===== src/hw/rtl/eca_pkg.sv =====
// ----------------------------------------------------------------------------
// eca_pkg
// Sizes, types and helpers for the ECA reversibility block.
// ----------------------------------------------------------------------------
package eca_pkg;

    localparam int MAX_CELLS = 16;
    localparam int RULE_W    = 8;
    localparam int CELL_IN_W = 5;
    localparam int CNT_W     = $clog2(MAX_CELLS + 1);
    localparam int IDX_W     = $clog2(MAX_CELLS);

    // Seen bitmap stored as rows of ROW_W bits.
    localparam int ROW_W     = 8;
    localparam int ROW_SHIFT = $clog2(ROW_W);
    localparam int ROW_AW    = (MAX_CELLS > ROW_SHIFT + 1) ? (MAX_CELLS - ROW_SHIFT) : 1;
    localparam int ROW_DEPTH = 1 << ROW_AW;

    typedef logic [MAX_CELLS-1:0] cfg_t;
    typedef logic [ROW_AW-1:0]    row_addr_t;
    typedef logic [ROW_W-1:0]     row_t;
    typedef logic [ROW_SHIFT-1:0] row_bit_t;

    typedef struct packed {
        logic [RULE_W-1:0] rule;
        logic [CNT_W-1:0]  n;
        logic              wrap;
    } query_t;

    typedef struct packed {
        logic      we;
        logic      re;
        row_addr_t addr;
        row_t      wdata;
    } mem_req_t;

    typedef enum logic [2:0] {
        ST_IDLE,
        ST_CLEAR,
        ST_STEP,
        ST_READ,
        ST_CHECK,
        ST_FIN
    } state_t;

    function automatic row_addr_t row_of(input cfg_t c);
        return row_addr_t'(c >> ROW_SHIFT);
    endfunction

    function automatic row_bit_t bit_of(input cfg_t c);
        return c[ROW_SHIFT-1:0];
    endfunction

endpackage


===== src/hw/rtl/eca_ctrl.sv =====
// ----------------------------------------------------------------------------
// eca_ctrl
// Query sequencer: bitmap clear, per-configuration read-check-write, result.
// ----------------------------------------------------------------------------
module eca_ctrl import eca_pkg::*; (
    input  logic                 clk,
    input  logic                 rst_n,
    input  logic                 in_valid,
    output logic                 in_ready,
    input  logic [RULE_W-1:0]    rule_number,
    input  logic [CELL_IN_W-1:0] cell_count,
    input  logic                 periodic_mode,
    output logic                 out_valid,
    input  logic                 out_ready,
    output logic                 reversible,
    output query_t               query,
    output cfg_t                 cur,
    output logic                 succ_load,
    input  cfg_t                 succ,
    output mem_req_t             mem_req,
    input  row_t                 mem_rdata
);

    state_t     state_reg, state_next;
    query_t     query_reg;
    cfg_t       cur_reg;
    cfg_t       mask_reg;
    row_addr_t  clr_addr_reg;
    logic       answer_reg;
    logic       out_valid_reg;
    logic       reversible_reg;

    logic [CNT_W-1:0]   n_sat;
    logic [MAX_CELLS:0] pow;
    cfg_t               mask_next;
    logic               accept;
    logic               hit;
    logic               last_cfg;
    logic               clr_done;
    logic               slot_free;

    assign n_sat = (cell_count > CELL_IN_W'(MAX_CELLS)) ? CNT_W'(MAX_CELLS)
                                                         : CNT_W'(cell_count);
    assign pow       = (MAX_CELLS + 1)'(1) << n_sat;
    assign mask_next = pow[MAX_CELLS-1:0] - MAX_CELLS'(1);

    assign accept    = in_valid && in_ready;
    assign hit       = mem_rdata[bit_of(succ)];
    assign last_cfg  = (cur_reg == mask_reg);
    assign clr_done  = (clr_addr_reg == ROW_AW'(ROW_DEPTH - 1));
    assign slot_free = !out_valid_reg || out_ready;

    // Next state
    always_comb
    begin
        state_next = state_reg;
        case (state_reg)
            ST_IDLE:  if (in_valid) state_next = ST_CLEAR;
            ST_CLEAR: if (clr_done) state_next = ST_STEP;
            ST_STEP:  state_next = ST_READ;
            ST_READ:  state_next = ST_CHECK;
            ST_CHECK: state_next = (hit || last_cfg) ? ST_FIN : ST_STEP;
            ST_FIN:   if (slot_free) state_next = ST_IDLE;
            default:  state_next = ST_IDLE;
        endcase
    end

    // Outputs
    always_comb
    begin
        in_ready      = 1'b0;
        succ_load     = 1'b0;
        mem_req.we    = 1'b0;
        mem_req.re    = 1'b0;
        mem_req.addr  = row_of(succ);
        mem_req.wdata = mem_rdata | (row_t'(1) << bit_of(succ));
        case (state_reg)
            ST_IDLE:  in_ready = 1'b1;
            ST_CLEAR:
            begin
                mem_req.we    = 1'b1;
                mem_req.addr  = clr_addr_reg;
                mem_req.wdata = '0;
            end
            ST_STEP:  succ_load = 1'b1;
            ST_READ:  mem_req.re = 1'b1;
            ST_CHECK: mem_req.we = !hit;
            ST_FIN:   in_ready = 1'b0;
            default:  in_ready = 1'b0;
        endcase
    end

    always_ff @(posedge clk or negedge rst_n)
    begin
        if (!rst_n)
        begin
            state_reg     <= ST_IDLE;
            out_valid_reg <= 1'b0;
        end
        else
        begin
            state_reg <= state_next;
            if (state_reg == ST_FIN && slot_free)
            begin
                out_valid_reg <= 1'b1;
            end
            else if (out_ready)
            begin
                out_valid_reg <= 1'b0;
            end
        end
    end

    always_ff @(posedge clk)
    begin
        if (accept)
        begin
            query_reg    <= '{rule: rule_number, n: n_sat, wrap: periodic_mode};
            mask_reg     <= mask_next;
            cur_reg      <= '0;
            clr_addr_reg <= '0;
        end
        if (state_reg == ST_CLEAR)
        begin
            clr_addr_reg <= clr_addr_reg + ROW_AW'(1);
        end
        if (state_reg == ST_CHECK)
        begin
            answer_reg <= !hit;
            cur_reg    <= cur_reg + MAX_CELLS'(1);
        end
        if (state_reg == ST_FIN && slot_free)
        begin
            reversible_reg <= answer_reg;
        end
    end

    assign query      = query_reg;
    assign cur        = cur_reg;
    assign out_valid  = out_valid_reg;
    assign reversible = reversible_reg;

endmodule


===== config.mk =====
export PLATFORM = sky130hd
export DESIGN_NAME = eca_ctrl
export DESIGN_NICKNAME = d
export VERILOG_FILES = /design/src/hw/rtl/eca_pkg.sv /design/src/hw/rtl/eca_ctrl.sv
export SDC_FILE = /design/constraint.sdc
export NUM_CORES = 1
export LEC_CHECK = 0
export ABC_AREA = 1
export BUFFER_PORTS_ARGS = -buffer_cell sky130_fd_sc_hd__buf_4
export CAP_MARGIN = 20
export CORE_MARGIN = 8
export CORE_UTILIZATION = 30
export DETAILED_ROUTE_END_ITERATION = 16
export GPL_ROUTABILITY_DRIVEN = 0
export GPL_TIMING_DRIVEN = 0
export HOLD_SLACK_MARGIN = 0.15
export RECOVER_POWER = 100
export SYNTH_ARGS = -nofsm -noshare
export SYNTH_HDL_FRONTEND = slang
export SYNTH_SLANG_ARGS = --single-unit

===== constraint.sdc =====
create_clock -name clk -period 9.12 [get_ports clk]
set_clock_uncertainty 0.05 [all_clocks]
set_input_delay 1.824 -clock clk [delete_from_list [all_inputs] [get_ports clk]]
set_output_delay 1.824 -clock clk [all_outputs]
set_load 0.03 [all_outputs]

==> results.cfg <==
[synthesis]
ys_types = 34
synth_seq_area_share_pct = 48.5
syn_area_mm2 = 0.00399
syn_area_per_cell_um2 = 7.88
synthCells = 506
ys_ff_latch = 65
syn_nets = 551
yosysWarnings = 0

[pwr]
p_int_uw = 578
seqPwrFrac_pct = 45.0
comb_power_share_pct = 5.8
p_sw_uw = 144
swShare_pct = 20.0
powerDensity_mw_per_mm2 = 146
p_leak_uw = 0.00223
power_frac_clock_pct = 49.1
max-vdd-ir-drop_uv = 90.1

[clock_tree]
cts.sinks = 65
clk_pin_slew_ns = 0.05
cts.repair.resized = 0
h-tree-depth = 3
cts-root-buf = clkbuf_16
cts_inserted_buffers = 9
insertion_delay_ns = 0.33
postCtsSetupRepairBufs = 0
cts_buffer_depth = 2
holdBufCountCts = 0
cts_tree = yes

[timing]
layout_setup_ws_ns = 4.11
whs_ns = 0.381
finalSetupTns_ns = 0
max_slew_margin_pct = -75.6
max_freq_ghz = 0.200
min_period_ns = 5.01
drv_slew = 32
rsz0062_at_grt = false
finalCritPeriodShare_pct = 54.9
worst_slew_pin_slew_ns = 2.62
setup_viol = 0
hold_violations = 0

[die]
die-area_mm2 = 0.0172
ios = 99
initial_utilization_pct = 30.5
dieWidth_um = 131
core_area_mm2 = 0.0131
rows = 42
die_h_um = 131

[finish]
layout-drive-gt1-share_pct = 11.1
nets = 659
diodes = 0
final_common_cell = nand2_1
area_growth_pct = 24.2
final-instance-count-excl-fill = 795
layout_common_cells = nand2_1 (127), inv_1 (91), nor2_1 (75)

[route]
ant_nets = 0
via_per_inst = 4.51
drtIter0Drc = 183
dr_total_vias = 3584
routedWlPerCell_um = 12.9
drcViolationCount = 0
first_pass_iters = 4
wirelength_um = 10300

[setup_path]
crit_chain = clkbuf_1 > inv_1 > nand2_1 > nor2_1 > nor2_1 > nand2_1 > nand2_1 > a21oi_1 > or2_2 > clkbuf_1
cp.required_ns = 7.25
crit_type = input port to primary output
rr_endpoint = cur[13]
start_kind = input port
reg2regPathDepth = 7
r2r-start = state_reg[1]
slowest_delay_ns = 0.33
critPathCaptureType = primary output
crit_path_top_delay_cell = clkbuf_1
worstPathArrival_ns = 3.13
crit_top_cell = nand2_1
r2r_slack_ns = 5.35
cp_max_fo = 4

[global_route]
antenna_found_initial = 0
grt_pass1_wl_um = 17300
grt-ovfl-total = 0
first_global_vias = 3566
grt_max_degree = 32
grt_usage_pct = 12.1

[run]
cap_violations = 1

[placement]
placedCellCount = 779
hpwlAfterDp_um = 7990
place_ws_ns = 4.27
numPortBuffers = 96

[hold_path]
hold-path-endpoint = reversible
hp-class = flop to flop
hold_start = answer_reg
hold_depth = 0

[status]
violations = max-capacitance violations, max-slew violations
status = complete, but fails checks
## power groups by stage
stage,registers [µW],clock network [µW],logic (µW)
6_report,325,355,42.2
5_1_grt,325,378,47.8
4_1_cts,325,366,44.4
3_5_place_dp,331,0,44.2
3_3_place_gp,331,0,42.9
2_1_floorplan,331,0,23.8
## area by class of cell
type	instances	area, µm²
clock inverter	2	35.0
inverter	95	359
sequential	65	1930
multi-input combinational	336	1580
timing repair buffer	97	499
fill	1382	8140
tap	176	220
clock buffer	14	274
buffer	10	55.1
## worst max-delay path: cells and delay by family
kind            cells  cell delay (ns)
simple gates        6             0.55
buf+inv             3             0.52
compound gates      1             0.23
## metal layers
layer	part of all wire (%)	GRT usage, %	wire [µm]
met1	47	14.7	4870
met2	44	19.2	4520
met3	7.1	4.50	726
met4	1.7	4.85	176
met5	0	0	0
## through the flow
stage | area [µm²] | total power (µW) | utilization [%]
global placement | 4930 | 374 | 37.7
detailed placement | 4950 | 375 | 37.8
floorplan | 3990 | 355 | -
global route | 4950 | 751 | 37.8
CTS | 5260 | 735 | 40.2
finish | 4950 | 722 | 37.8
## how the worst max path moves through the flow
stage	slack, ns	cells after the start	startpoint	end
after detailed placement	4.27	10	succ[1]	mem_req[22]
after global routing	3.92	10	succ[1]	mem_req[22]
after CTS	4.27	10	succ[1]	mem_req[22]
after floorplan	4.61	8	succ[1]	mem_req[22]
final	4.11	10	succ[1]	mem_req[22]
after global placement	4.08	5	in_valid	cur[15]
## Yosys cell counts (all sizes together)
cell         number  area, µm²
ha                3       37.5
inv              95        359
or2               1       6.26
buf               6       48.8
nor2             80        347
nand2           129        492
xor2              4       35.0
xnor2             1       8.76
o21a              2       15.0
nand4            10       62.6
edfxtp           61       1830
nor4              1       21.3
nor3b             1       7.51
dfrtp             4        100
nand3            19        110
nor3             22        148
a31oi             3       18.8
o2111ai           1       8.76
a21oi            25        125
o21ai            32        164
dlygate4sd1       2       17.5
clkbuf            2       7.51
nand3b            2       15.0
## cells by family (layout without fill, tap and decap cells)
kind of cell | after synthesis | in the layout | synth area share (%)
adders and majority gates | 3 | 3 | 0.942
and+or+nand+nor | 265 | 265 | 30.3
AOI/OAI and AO/OA | 63 | 63 | 8.32
xor gates and xnor gates | 5 | 5 | 1.10
DFF | 65 | 65 | 48.5
buffers and inverters | 105 | 218 | 10.9
(Power assumes the default switching activity.)
