### src/hw/rtl/eca_pkg.sv
// ----------------------------------------------------------------------------
// eca_pkg
// Sizes, types and helpers for the ECA reversibility block.
// ----------------------------------------------------------------------------
package eca_pkg;

    localparam int MAX_CELLS = 16;
    localparam int RULE_W    = 8;
    localparam int CELL_IN_W = 5;
    localparam int CNT_W     = $clog2(MAX_CELLS + 1);
    localparam int IDX_W     = $clog2(MAX_CELLS);

    // Seen bitmap stored as rows of ROW_W bits.
    localparam int ROW_W     = 8;
    localparam int ROW_SHIFT = $clog2(ROW_W);
    localparam int ROW_AW    = (MAX_CELLS > ROW_SHIFT + 1) ? (MAX_CELLS - ROW_SHIFT) : 1;
    localparam int ROW_DEPTH = 1 << ROW_AW;

    typedef logic [MAX_CELLS-1:0] cfg_t;
    typedef logic [ROW_AW-1:0]    row_addr_t;
    typedef logic [ROW_W-1:0]     row_t;
    typedef logic [ROW_SHIFT-1:0] row_bit_t;

    typedef struct packed {
        logic [RULE_W-1:0] rule;
        logic [CNT_W-1:0]  n;
        logic              wrap;
    } query_t;

    typedef struct packed {
        logic      we;
        logic      re;
        row_addr_t addr;
        row_t      wdata;
    } mem_req_t;

    typedef enum logic [2:0] {
        ST_IDLE,
        ST_CLEAR,
        ST_STEP,
        ST_READ,
        ST_CHECK,
        ST_FIN
    } state_t;

    function automatic row_addr_t row_of(input cfg_t c);
        return row_addr_t'(c >> ROW_SHIFT);
    endfunction

    function automatic row_bit_t bit_of(input cfg_t c);
        return c[ROW_SHIFT-1:0];
    endfunction

endpackage

### src/hw/rtl/eca_step.sv
// ----------------------------------------------------------------------------
// eca_step
// One generation of the automaton on a configuration word, registered.
// ----------------------------------------------------------------------------
module eca_step import eca_pkg::*; (
    input  logic   clk,
    input  query_t query,
    input  cfg_t   cur,
    input  logic   load,
    output cfg_t   succ
);

    cfg_t                 succ_next;
    cfg_t                 succ_reg;
    logic [IDX_W-1:0]     top_idx;

    // Highest live cell; only used when at least one cell is live.
    assign top_idx = IDX_W'(query.n - CNT_W'(1));

    for (genvar b = 0; b < MAX_CELLS; b++)
    begin : g_cell
        logic lft;
        logic rgt;
        logic act;
        logic [2:0] pat;

        assign act = (query.n > CNT_W'(b));

        if (b + 1 < MAX_CELLS)
        begin : g_left_in
            assign lft = (query.n == CNT_W'(b + 1)) ? (query.wrap & cur[0]) : cur[b + 1];
        end
        else
        begin : g_left_edge
            assign lft = query.wrap & cur[0];
        end

        if (b == 0)
        begin : g_right_edge
            assign rgt = query.wrap & cur[top_idx];
        end
        else
        begin : g_right_in
            assign rgt = cur[b - 1];
        end

        assign pat          = {lft, cur[b], rgt};
        assign succ_next[b] = act & query.rule[pat];
    end

    always_ff @(posedge clk)
    begin
        if (load)
        begin
            succ_reg <= succ_next;
        end
    end

    assign succ = succ_reg;

endmodule

### config.mk
export PLATFORM = sky130hd
export DESIGN_NAME = eca_step
export DESIGN_NICKNAME = d
export VERILOG_FILES = /design/src/hw/rtl/eca_pkg.sv /design/src/hw/rtl/eca_step.sv
export SDC_FILE = /design/constraint.sdc
export NUM_CORES = 1
export LEC_CHECK = 0
export BUFFER_PORTS_ARGS = -buffer_cell sky130_fd_sc_hd__buf_4
export CAP_MARGIN = 0
export CORE_MARGIN = 3
export CORE_UTILIZATION = 50
export DETAILED_ROUTE_END_ITERATION = 8
export GPL_ROUTABILITY_DRIVEN = 0
export PLACE_DENSITY = 0.71
export SKIP_CTS_REPAIR_TIMING = 1
export SKIP_LAST_GASP = 1
export SLEW_MARGIN = 5
export SYNTH_ARGS = -nofsm -noshare
export SYNTH_HDL_FRONTEND = slang
export SYNTH_SLANG_ARGS = --single-unit
export TNS_END_PERCENT = 10
### constraint.sdc
create_clock -name clk -period 2.3 [get_ports clk]
set_input_delay 0 -clock clk [delete_from_list [all_inputs] [get_ports clk]]
set_output_delay 0 -clock clk [all_outputs]
set_load 0.01 [all_outputs]
==> summary.txt, run 1 <==
Status
  • Status: completed

Synth
  • Post-synthesis sequential area ratio: 22.5%
  • Top FF cell, synth: edfxtp_1
  • Post-synth EDFFs: 16
  • Largest cells by area after synthesis: mux4_2 (36%), edfxtp_1 (22%), mux2i_1 (16%)
  • Synth Instances: 178
  • Cell taking the most area after synthesis: mux4_2
  • Post-synthesis net count: 214
  • Number of distinct library cells after synthesis: 33
  • Yosys reg bits: 16
  • Mapped Avg Cell Area: 12.0 sq um
  • Post-synth top cells: mux2i_1 (35), mux4_2 (34), edfxtp_1 (16)
  • Post-Syn Area: 0.00214 sq mm
  • Top-count cell post-synth: mux2i_1
  • Yosys top cell area share: 35.8%
  • Syn. warnings: 0
  • Async set-reset flop share out of synthesis: 0%

Critical path
  • CP max stage delay: 0.53 ns
  • CP cell instances: buf_4 > inv_1 > ha_1 > mux4_2 > mux2i_1 > o22ai_1 > mux2i_1
  • Cell mode on critical path: mux2i_1
  • Worst EP required: 2.30 ns
  • Crit path launch type: primary input
  • Slowest CP cell: mux4_2
  • Kind of critical path: primary input to flop
  • Crit path max fanout: 13
  • Critical Path AT: 1.62 ns
  • Crit end category: flop

Cells and area
  • Max reg flops: 16
  • Filler Cells Inserted: 329
  • Antenna cells: 0
  • Non-Filler Instances: 261
  • Layout cells sized above 1: 43.1%
  • P&R area growth vs syn: 17.7%
  • Layout Nets: 248

Power and ir drop
  • Int Pwr: 716 uW
  • VDD IR max: 0.190 mV
  • Clock power share: 20.7%
  • Combinational Power Share: 43.3%
  • Net Sw Frac: 30.9%
  • Power Dens Cells: 411 mW/mm^2
  • Net Switching: 320 uW
  • Sequential fraction of design power: 36.1%
  • Leak: 1.02 nW

Timing
  • Fmax: 0.617 GHz
  • Worst Max-Slew Pin Slew: 0.582 ns
  • Final hold vios: 0
  • Final-report max-slew violation count: 0
  • Setup TNS: 0 ns
  • Final worst path period share: 70.5%
  • RSZ-0062 raised after global routing: false
  • Final setup viols: 0
  • Rel. slew slack: 61.2%
  • Fin crit period: 1.62 ns

Global routing
  • Largest net degree at the start of global routing: 24
  • GRT Util Overall: 21.5%
  • First-pass GRT wire length: 8.57 mm
  • Initial antenna violation count: 0
  • Gr ovfl total: 0
  • Vias in the first global route: 1648

Die
  • IO Pins: 48
  • Cell Rows: 23
  • Die Y: 71.4 microns
  • Die area: 0.00510 sq mm
  • Starting Density: 52.7%
  • Core footprint: 0.00406 sq mm
  • Die W: 71.4 microns

Clock network
  • Clock Pin Slew Worst Setup and Hold Paths: 0.06 ns
  • Inserted Clock Buffers: 3
  • Sink Count: 16
  • CTS Buffer Depth: 2
  • H-tree depth: 1
  • TritonCTS clock tree: built
  • Root buf cell: clkbuf_8

Drt
  • Vias per cell: 6.53
  • DRT Wirelength: 5.29 mm
  • ANT nets after route: 0
  • DR WL/cell: 20.3 microns
  • Via count: 1704
  • DRT iter0 DRCs: 185
  • Remaining DRCs: 0
  • Drt pass-1 iters: 4

Place
  • # port buffers: 47
  • Dpl hpwl: 4.12 mm
  • Placed insts: 257

Worst hold path
  • HP Class: primary input to flop

Job
  • Max cap viols: 0
layout by cell type (no fill, tap or decap):
cell type / instances
mux2i_1: 35
xnor2_1: 1
o21ai_0: 2
nor4bb_1: 1
nand4b_1: 1
a311oi_1: 1
clkbuf_8: 3
inv_1: 4
nor2b_1: 2
nor3_2: 2
clkinv_1: 1
and4bb_2: 1
mux4_2: 34
buf_4: 47
xor2_1: 1
ha_1: 4
and3b_1: 1
a21oi_1: 10
nand2_1: 14
nor4_2: 1
nor3_1: 3
mux2_2: 2
edfxtp_1: 16
o22ai_1: 1
a31oi_1: 1
o211ai_1: 2
nor2_1: 8
nand4_1: 2
nand2b_1: 2
and2_1: 1
nand3_1: 5
nor4b_2: 1
and3_1: 1
stage by stage:
step	cell area [sq um]	setup WS (ns)	power (mW)	hold WS (ns)	utilization, %
finish	2520	0.679	1.04	0.119	62.1
global route	2520	0.602	1.09	0.124	62.1
CTS	2520	0.687	1.04	0.122	62.1
detailed placement	2470	0.410	0.827	0.384	61.0
global placement	2470	0.478	0.816	0.374	61.0
floorplan	2140	0.533	0.650	0.112	-
critical path, delay by kind of cell:
family	cells	cell delay [ns]
muxes	3	0.81
buffers and inverters	2	0.30
adders and majority gates	1	0.39
AOI/OAI and AO/OA	1	0.11
power by group through the flow:
stage	clock [mW]	sequential, mW	combinational, mW
after floorplan	0	0.399	0.252
after global placement	0	0.379	0.437
after detailed placement	0	0.381	0.447
after CTS	0.217	0.375	0.447
after global routing	0.232	0.376	0.482
final	0.214	0.373	0.448
logic make-up (layout without fill, tap and decap cells):
| logic type | Yosys count | after routing | share of synthesized area [%] |
|---|---|---|---|
| compound gates | 17 | 17 | 4.50 |
| xor+xnor | 2 | 2 | 0.819 |
| fa+ha+maj | 4 | 4 | 2.34 |
| buf+inv | 22 | 55 | 4.50 |
| flops | 16 | 16 | 22.5 |
| mux | 71 | 71 | 53.2 |
| simple gates | 46 | 46 | 12.2 |
area by class of cell:
class	count	area, sq um	area share (%)
clock buffer	3	41.3	1.64
clock inverter	1	3.75	0.149
inverter	4	15.0	0.596
multi-input combinational	140	1560	62.0
sequential	16	480	19.1
tap	50	62.6	2.48
timing repair buffer	47	353	14.0
metal layers:
layer  GRT usage, %  vias to the layer above  routed length [microns]
li1               -                      785                        -
met1           29.7                      816                     2060
met2           34.7                       93                     2680
met3           2.24                       10                      412
met4           9.19                        0                      142
met5              0                        -                        0
path summary, 6_finish.rpt:
path                  from           endpoint  slack, ns  cells after the start
setup / recovery  query[1]  succ[0]$_DFFE_PP_       0.68                      7
hold / removal        load  succ[1]$_DFFE_PP_       0.12                      1
(Power assumes the default switching activity.)
==> run 2, diff against run 1 <==
--- a/config.mk
+++ b/config.mk
@@ -11,7 +11,7 @@
 export CORE_UTILIZATION = 50
 export DETAILED_ROUTE_END_ITERATION = 8
 export GPL_ROUTABILITY_DRIVEN = 0
-export PLACE_DENSITY = 0.71
+export PLACE_DENSITY = 0.74
 export SKIP_CTS_REPAIR_TIMING = 1
 export SKIP_LAST_GASP = 1
 export SLEW_MARGIN = 5
==> constraint.sdc (replaced) <==
create_clock -name clk -period 1.3 [get_ports clk]
set_input_delay 0 -clock clk [delete_from_list [all_inputs] [get_ports clk]]
set_output_delay 0 -clock clk [all_outputs]
set_load 0.01 [all_outputs]
==> summary.txt, run 2 (same netlist as run 1, synthesis figures left out) <==
Status
  • Status: finished with violations
  • Failing checks: negative setup slack

Critical path
  • CP cell instances: buf_12 > inv_6 > ha_4 > mux4_2 > mux2i_1 > o22ai_1 > mux2i_1
  • Critical Path AT: 1.33 ns
  • Worst EP required: 1.29 ns
  • Crit path launch type: primary input
  • Delay-heaviest family, CP: multiplexers
  • Crit path max fanout: 5
  • CP max stage delay: 0.51 ns
  • Worst path depth: 7
  • Crit end category: flop
  • Slowest CP cell: mux4_2
  • Kind of critical path: primary input to flop
  • CP bufs+invs: 2
  • Cell mode on critical path: mux2i_1

Timing
  • Worst Max-Slew Pin Slew: 0.309 ns
  • Final hold vios: 0
  • Final-report max-slew violation count: 0
  • Final setup viols: 1
  • Final WS setup: -0.0403 ns
  • Fin crit period: 1.34 ns
  • RSZ-0062 raised after global routing: true
  • Fmax: 0.746 GHz
  • WHS: 0.124 ns
  • Final worst path period share: 103%
  • Rel. slew slack: 79.2%

Global routing
  • GRT Util Overall: 22.2%
  • Largest net degree at the start of global routing: 17
  • First-pass GRT wire length: 8.98 mm
  • Vias in the first global route: 1829
  • Gr ovfl total: 0
  • Initial antenna violation count: 0

Drt
  • Remaining DRCs: 0
  • Metal3 WL: 427 microns
  • DR top layer: met4
  • Via count: 1885
  • WL met1: 2.23 mm
  • ANT nets after route: 0
  • Drt pass-1 iters: 4
  • DRT iter0 DRCs: 183
  • DRT Wirelength: 5.51 mm
  • Vias per cell: 6.64
  • DR WL/cell: 19.4 microns
  • DR WL met2: 2.75 mm

Die
  • Die W: 71.4 microns
  • Cell Rows: 23
  • Starting Density: 52.7%
  • Die area: 0.00510 sq mm
  • IO Pins: 48
  • Core footprint: 0.00406 sq mm
  • Die Y: 71.4 microns

Power and ir drop
  • VDD IR max: 0.285 mV
  • Combinational Power Share: 46.8%
  • Net Switching: 564 uW
  • Clock power share: 18.3%
  • Sequential fraction of design power: 34.9%
  • Power Dens Cells: 678 mW/mm^2
  • Int Pwr: 1.33 mW
  • Leak: 1.16 nW
  • Net Sw Frac: 29.7%

Worst hold path
  • Hold Path Depth: 1
  • HP Class: primary input to flop

Cells and area
  • Layout cells sized above 1: 52.1%
  • Most common library cell in the layout ignoring fill and taps: buf_4
  • Max reg flops: 16
  • Most frequent cells in the layout: buf_4 (67), mux4_2 (34), mux2i_1 (34)
  • P&R area growth vs syn: 30.7%
  • Layout Nets: 272
  • Final Util: 68.9%
  • Antenna cells: 0
  • Non-Filler Instances: 284

Clock network
  • Inserted Clock Buffers: 3
  • Clock Pin Slew Worst Setup and Hold Paths: 0.05 ns
  • TritonCTS clock tree: built
  • Sink Count: 16
  • CTS Buffer Depth: 2
  • H-tree depth: 1
  • Root buf cell: clkbuf_8

Job
  • Max cap viols: 0

Place
  • # port buffers: 47
  • Dpl hpwl: 4.42 mm
  • DP Worst Slack: -0.341 ns
  • Placed insts: 280
==> run 2: cell types whose count changed in the layout (fill, tap and decap cells not counted), moves of 2 or more <==
cell,before,now
ha_4,0,2
inv_6,0,2
ha_1,4,1
buf_12,0,3
inv_1,4,2
buf_4,47,67
==> run 2: path summary, 6_finish.rpt <==
kind / start / slack, ns / end
setup / recovery: query[1] / -0.04 / succ[0]$_DFFE_PP_
hold / removal: load / 0.12 / succ[13]$_DFFE_PP_
==> run 2: power groups by stage <==
stage	sequential [mW]	clock (mW)	combinational, mW
2_1_floorplan	0.706	0	0.463
3_3_place_gp	0.671	0	0.845
3_5_place_dp	0.673	0	0.867
4_1_cts	0.663	0.359	0.868
5_1_grt	0.668	0.383	0.952
6_report	0.661	0.347	0.887
==> run 2: metrics by stage <==
| step | TNS [ns] | instance area [sq um] | total power [mW] |
|---|---|---|---|
| after global routing | -0.167 | 2800 | 2.00 |
| after CTS | -0.143 | 2730 | 1.89 |
| after detailed placement | -2.67 | 2690 | 1.54 |
| final | -0.0403 | 2800 | 1.90 |
| after floorplan | -0.328 | 2180 | 1.17 |
| after global placement | -2.42 | 2690 | 1.52 |
==> run 2: cell type report <==
| cell class | instances | area, sq um |
|---|---|---|
| multi-input cells | 140 | 1610 |
| fillers | 298 | 1260 |
| repair buffers | 71 | 578 |
| flip-flops and latches | 16 | 480 |
| well taps | 50 | 62.6 |
| clock buffers | 3 | 41.3 |
| inverters | 4 | 25.0 |
==> run 2: routing by layer <==
layer | GRT usage [%] | vias to the layer above
met5 | 0 | -
met2 | 37.9 | 92
met3 | 0.982 | 11
met4 | 6.05 | 0
li1 | - | 837
met1 | 31.2 | 945
==> run 3, diff against run 2 <==
--- a/config.mk
+++ b/config.mk
@@ -7,7 +7,7 @@
 export LEC_CHECK = 0
 export BUFFER_PORTS_ARGS = -buffer_cell sky130_fd_sc_hd__buf_4
 export CAP_MARGIN = 0
-export CORE_MARGIN = 3
+export CORE_MARGIN = 2
 export CORE_UTILIZATION = 50
 export DETAILED_ROUTE_END_ITERATION = 8
 export GPL_ROUTABILITY_DRIVEN = 0
==> summary.txt, run 3 (same netlist as run 1, synthesis figures left out) <==
Die
  • Die area: 0.00482 sq mm
  • Starting Density: 52.7%
  • Core footprint: 0.00406 sq mm
  • IO Pins: 48
  • Die W: 69.4 microns
  • Cell Rows: 23
  • Die Y: 69.4 microns

Timing
  • Final-report max-slew violation count: 0
  • Fin crit period: 1.33 ns
  • Worst Max-Slew Pin Slew: 0.328 ns
  • Setup TNS: -0.0619 ns
  • Fmax: 0.749 GHz
  • Final hold vios: 0
  • Final setup viols: 2
  • Rel. slew slack: 78.0%
  • Final WS setup: -0.0343 ns
  • WHS: 0.113 ns
  • Final worst path period share: 103%
  • RSZ-0062 raised after global routing: true

Status
  • Status: finished with violations
  • Failing checks: negative setup slack

Global routing
  • GRT Util Overall: 25.1%
  • Initial antenna violation count: 0
  • Gr ovfl total: 0
  • Grt met1 use: 33.0%
  • Largest net degree at the start of global routing: 17
  • First-pass GRT wire length: 9.69 mm
  • Vias in the first global route: 1888
  • Met3 Track Usage GR: 3.63%
  • Layer with the highest usage: met2
  • Met2 GRT Util: 43.2%

Cells and area
  • Antenna cells: 0
  • Layout Nets: 280
  • Most common library cell in the layout ignoring fill and taps: buf_4
  • Layout cells sized above 1: 52.7%
  • P&R area growth vs syn: 33.6%
  • Multi-input logic area: 0.00160 sq mm
  • Max reg flops: 16
  • Most frequent cells in the layout: buf_4 (75), mux4_2 (34), mux2i_1 (34)
  • Filler Cells Inserted: 301
  • Final instance area: 0.00286 sq mm
  • FF/Latch Area: 480 sq um

Drt
  • DRT iter0 DRCs: 209
  • DRT Wirelength: 5.83 mm
  • Remaining DRCs: 0
  • DR WL/cell: 19.9 microns
  • Via count: 1890
  • Vias per cell: 6.45
  • ANT nets after route: 0
  • Drt pass-1 iters: 4

Place
  • # port buffers: 47
  • Placed Area: 0.00276 sq mm
  • DP Worst Slack: -0.364 ns
  • Dpl hpwl: 4.59 mm

Job
  • Max cap viols: 0

Critical path
  • Crit path launch type: primary input
  • Crit end category: flop
  • Worst EP required: 1.28 ns
  • Critical Path AT: 1.31 ns
  • Kind of critical path: primary input to flop
  • Crit path max fanout: 5

Power and ir drop
  • Total power: 1.95 mW
  • Power Dens Cells: 681 mW/mm^2
  • VDD IR max: 0.320 mV
  • Leak: 1.21 nW

Clock network
  • CTS Buffer Depth: 2
  • TritonCTS clock tree: built
  • Sink Count: 16
  • H-tree depth: 1
  • Clock Pin Slew Worst Setup and Hold Paths: 0.06 ns
  • Root buf cell: clkbuf_8
  • Inserted Clock Buffers: 3

Worst hold path
  • HP Class: primary input to flop
-- run 3: per-layer routing --
metal | routed length (microns) | vias to the layer above
met4 | 102 | 0
met3 | 519 | 13
met1 | 2140 | 936
met5 | 0 | -
li1 | - | 851
met2 | 3060 | 90
-- run 3: per-stage QoR --
step	utilization, %	cells
global placement	68.0	289
CTS	69.1	293
detailed placement	68.0	289
finish	70.5	293
floorplan	-	178
global route	70.5	293
-- run 3: where the power goes --
group | internal (mW) | switching, mW | total, mW | leakage [nW]
registers | 0.645 | 0.0148 | 0.660 | 0.155
logic | 0.498 | 0.420 | 0.918 | 1.03
clock network | 0.209 | 0.159 | 0.368 | 0.0231
-- run 3: layout make-up --
type                       instances  area share, %
clock inverter                     1          0.131
timing repair buffer              79           22.5
multi-input combinational        140           56.0
clock buffer                       3           1.44
sequential                        16           16.8
tap                               50           2.19
inverter                           4          0.963
-- run 3: path summary, 6_finish.rpt --
check  cells after the start                 end  startpoint  slack [ns]
max                        7   succ[0]$_DFFE_PP_    query[2]       -0.03
min                        1  succ[10]$_DFFE_PP_        load        0.11
-- run 3: critical path, cell delays in order --
cell and delay [ns]:
buf_12 0.10, inv_8 0.04, ha_4 0.26, mux4_2 0.50
mux2i_1 0.16, o22ai_1 0.11, mux2i_1 0.15
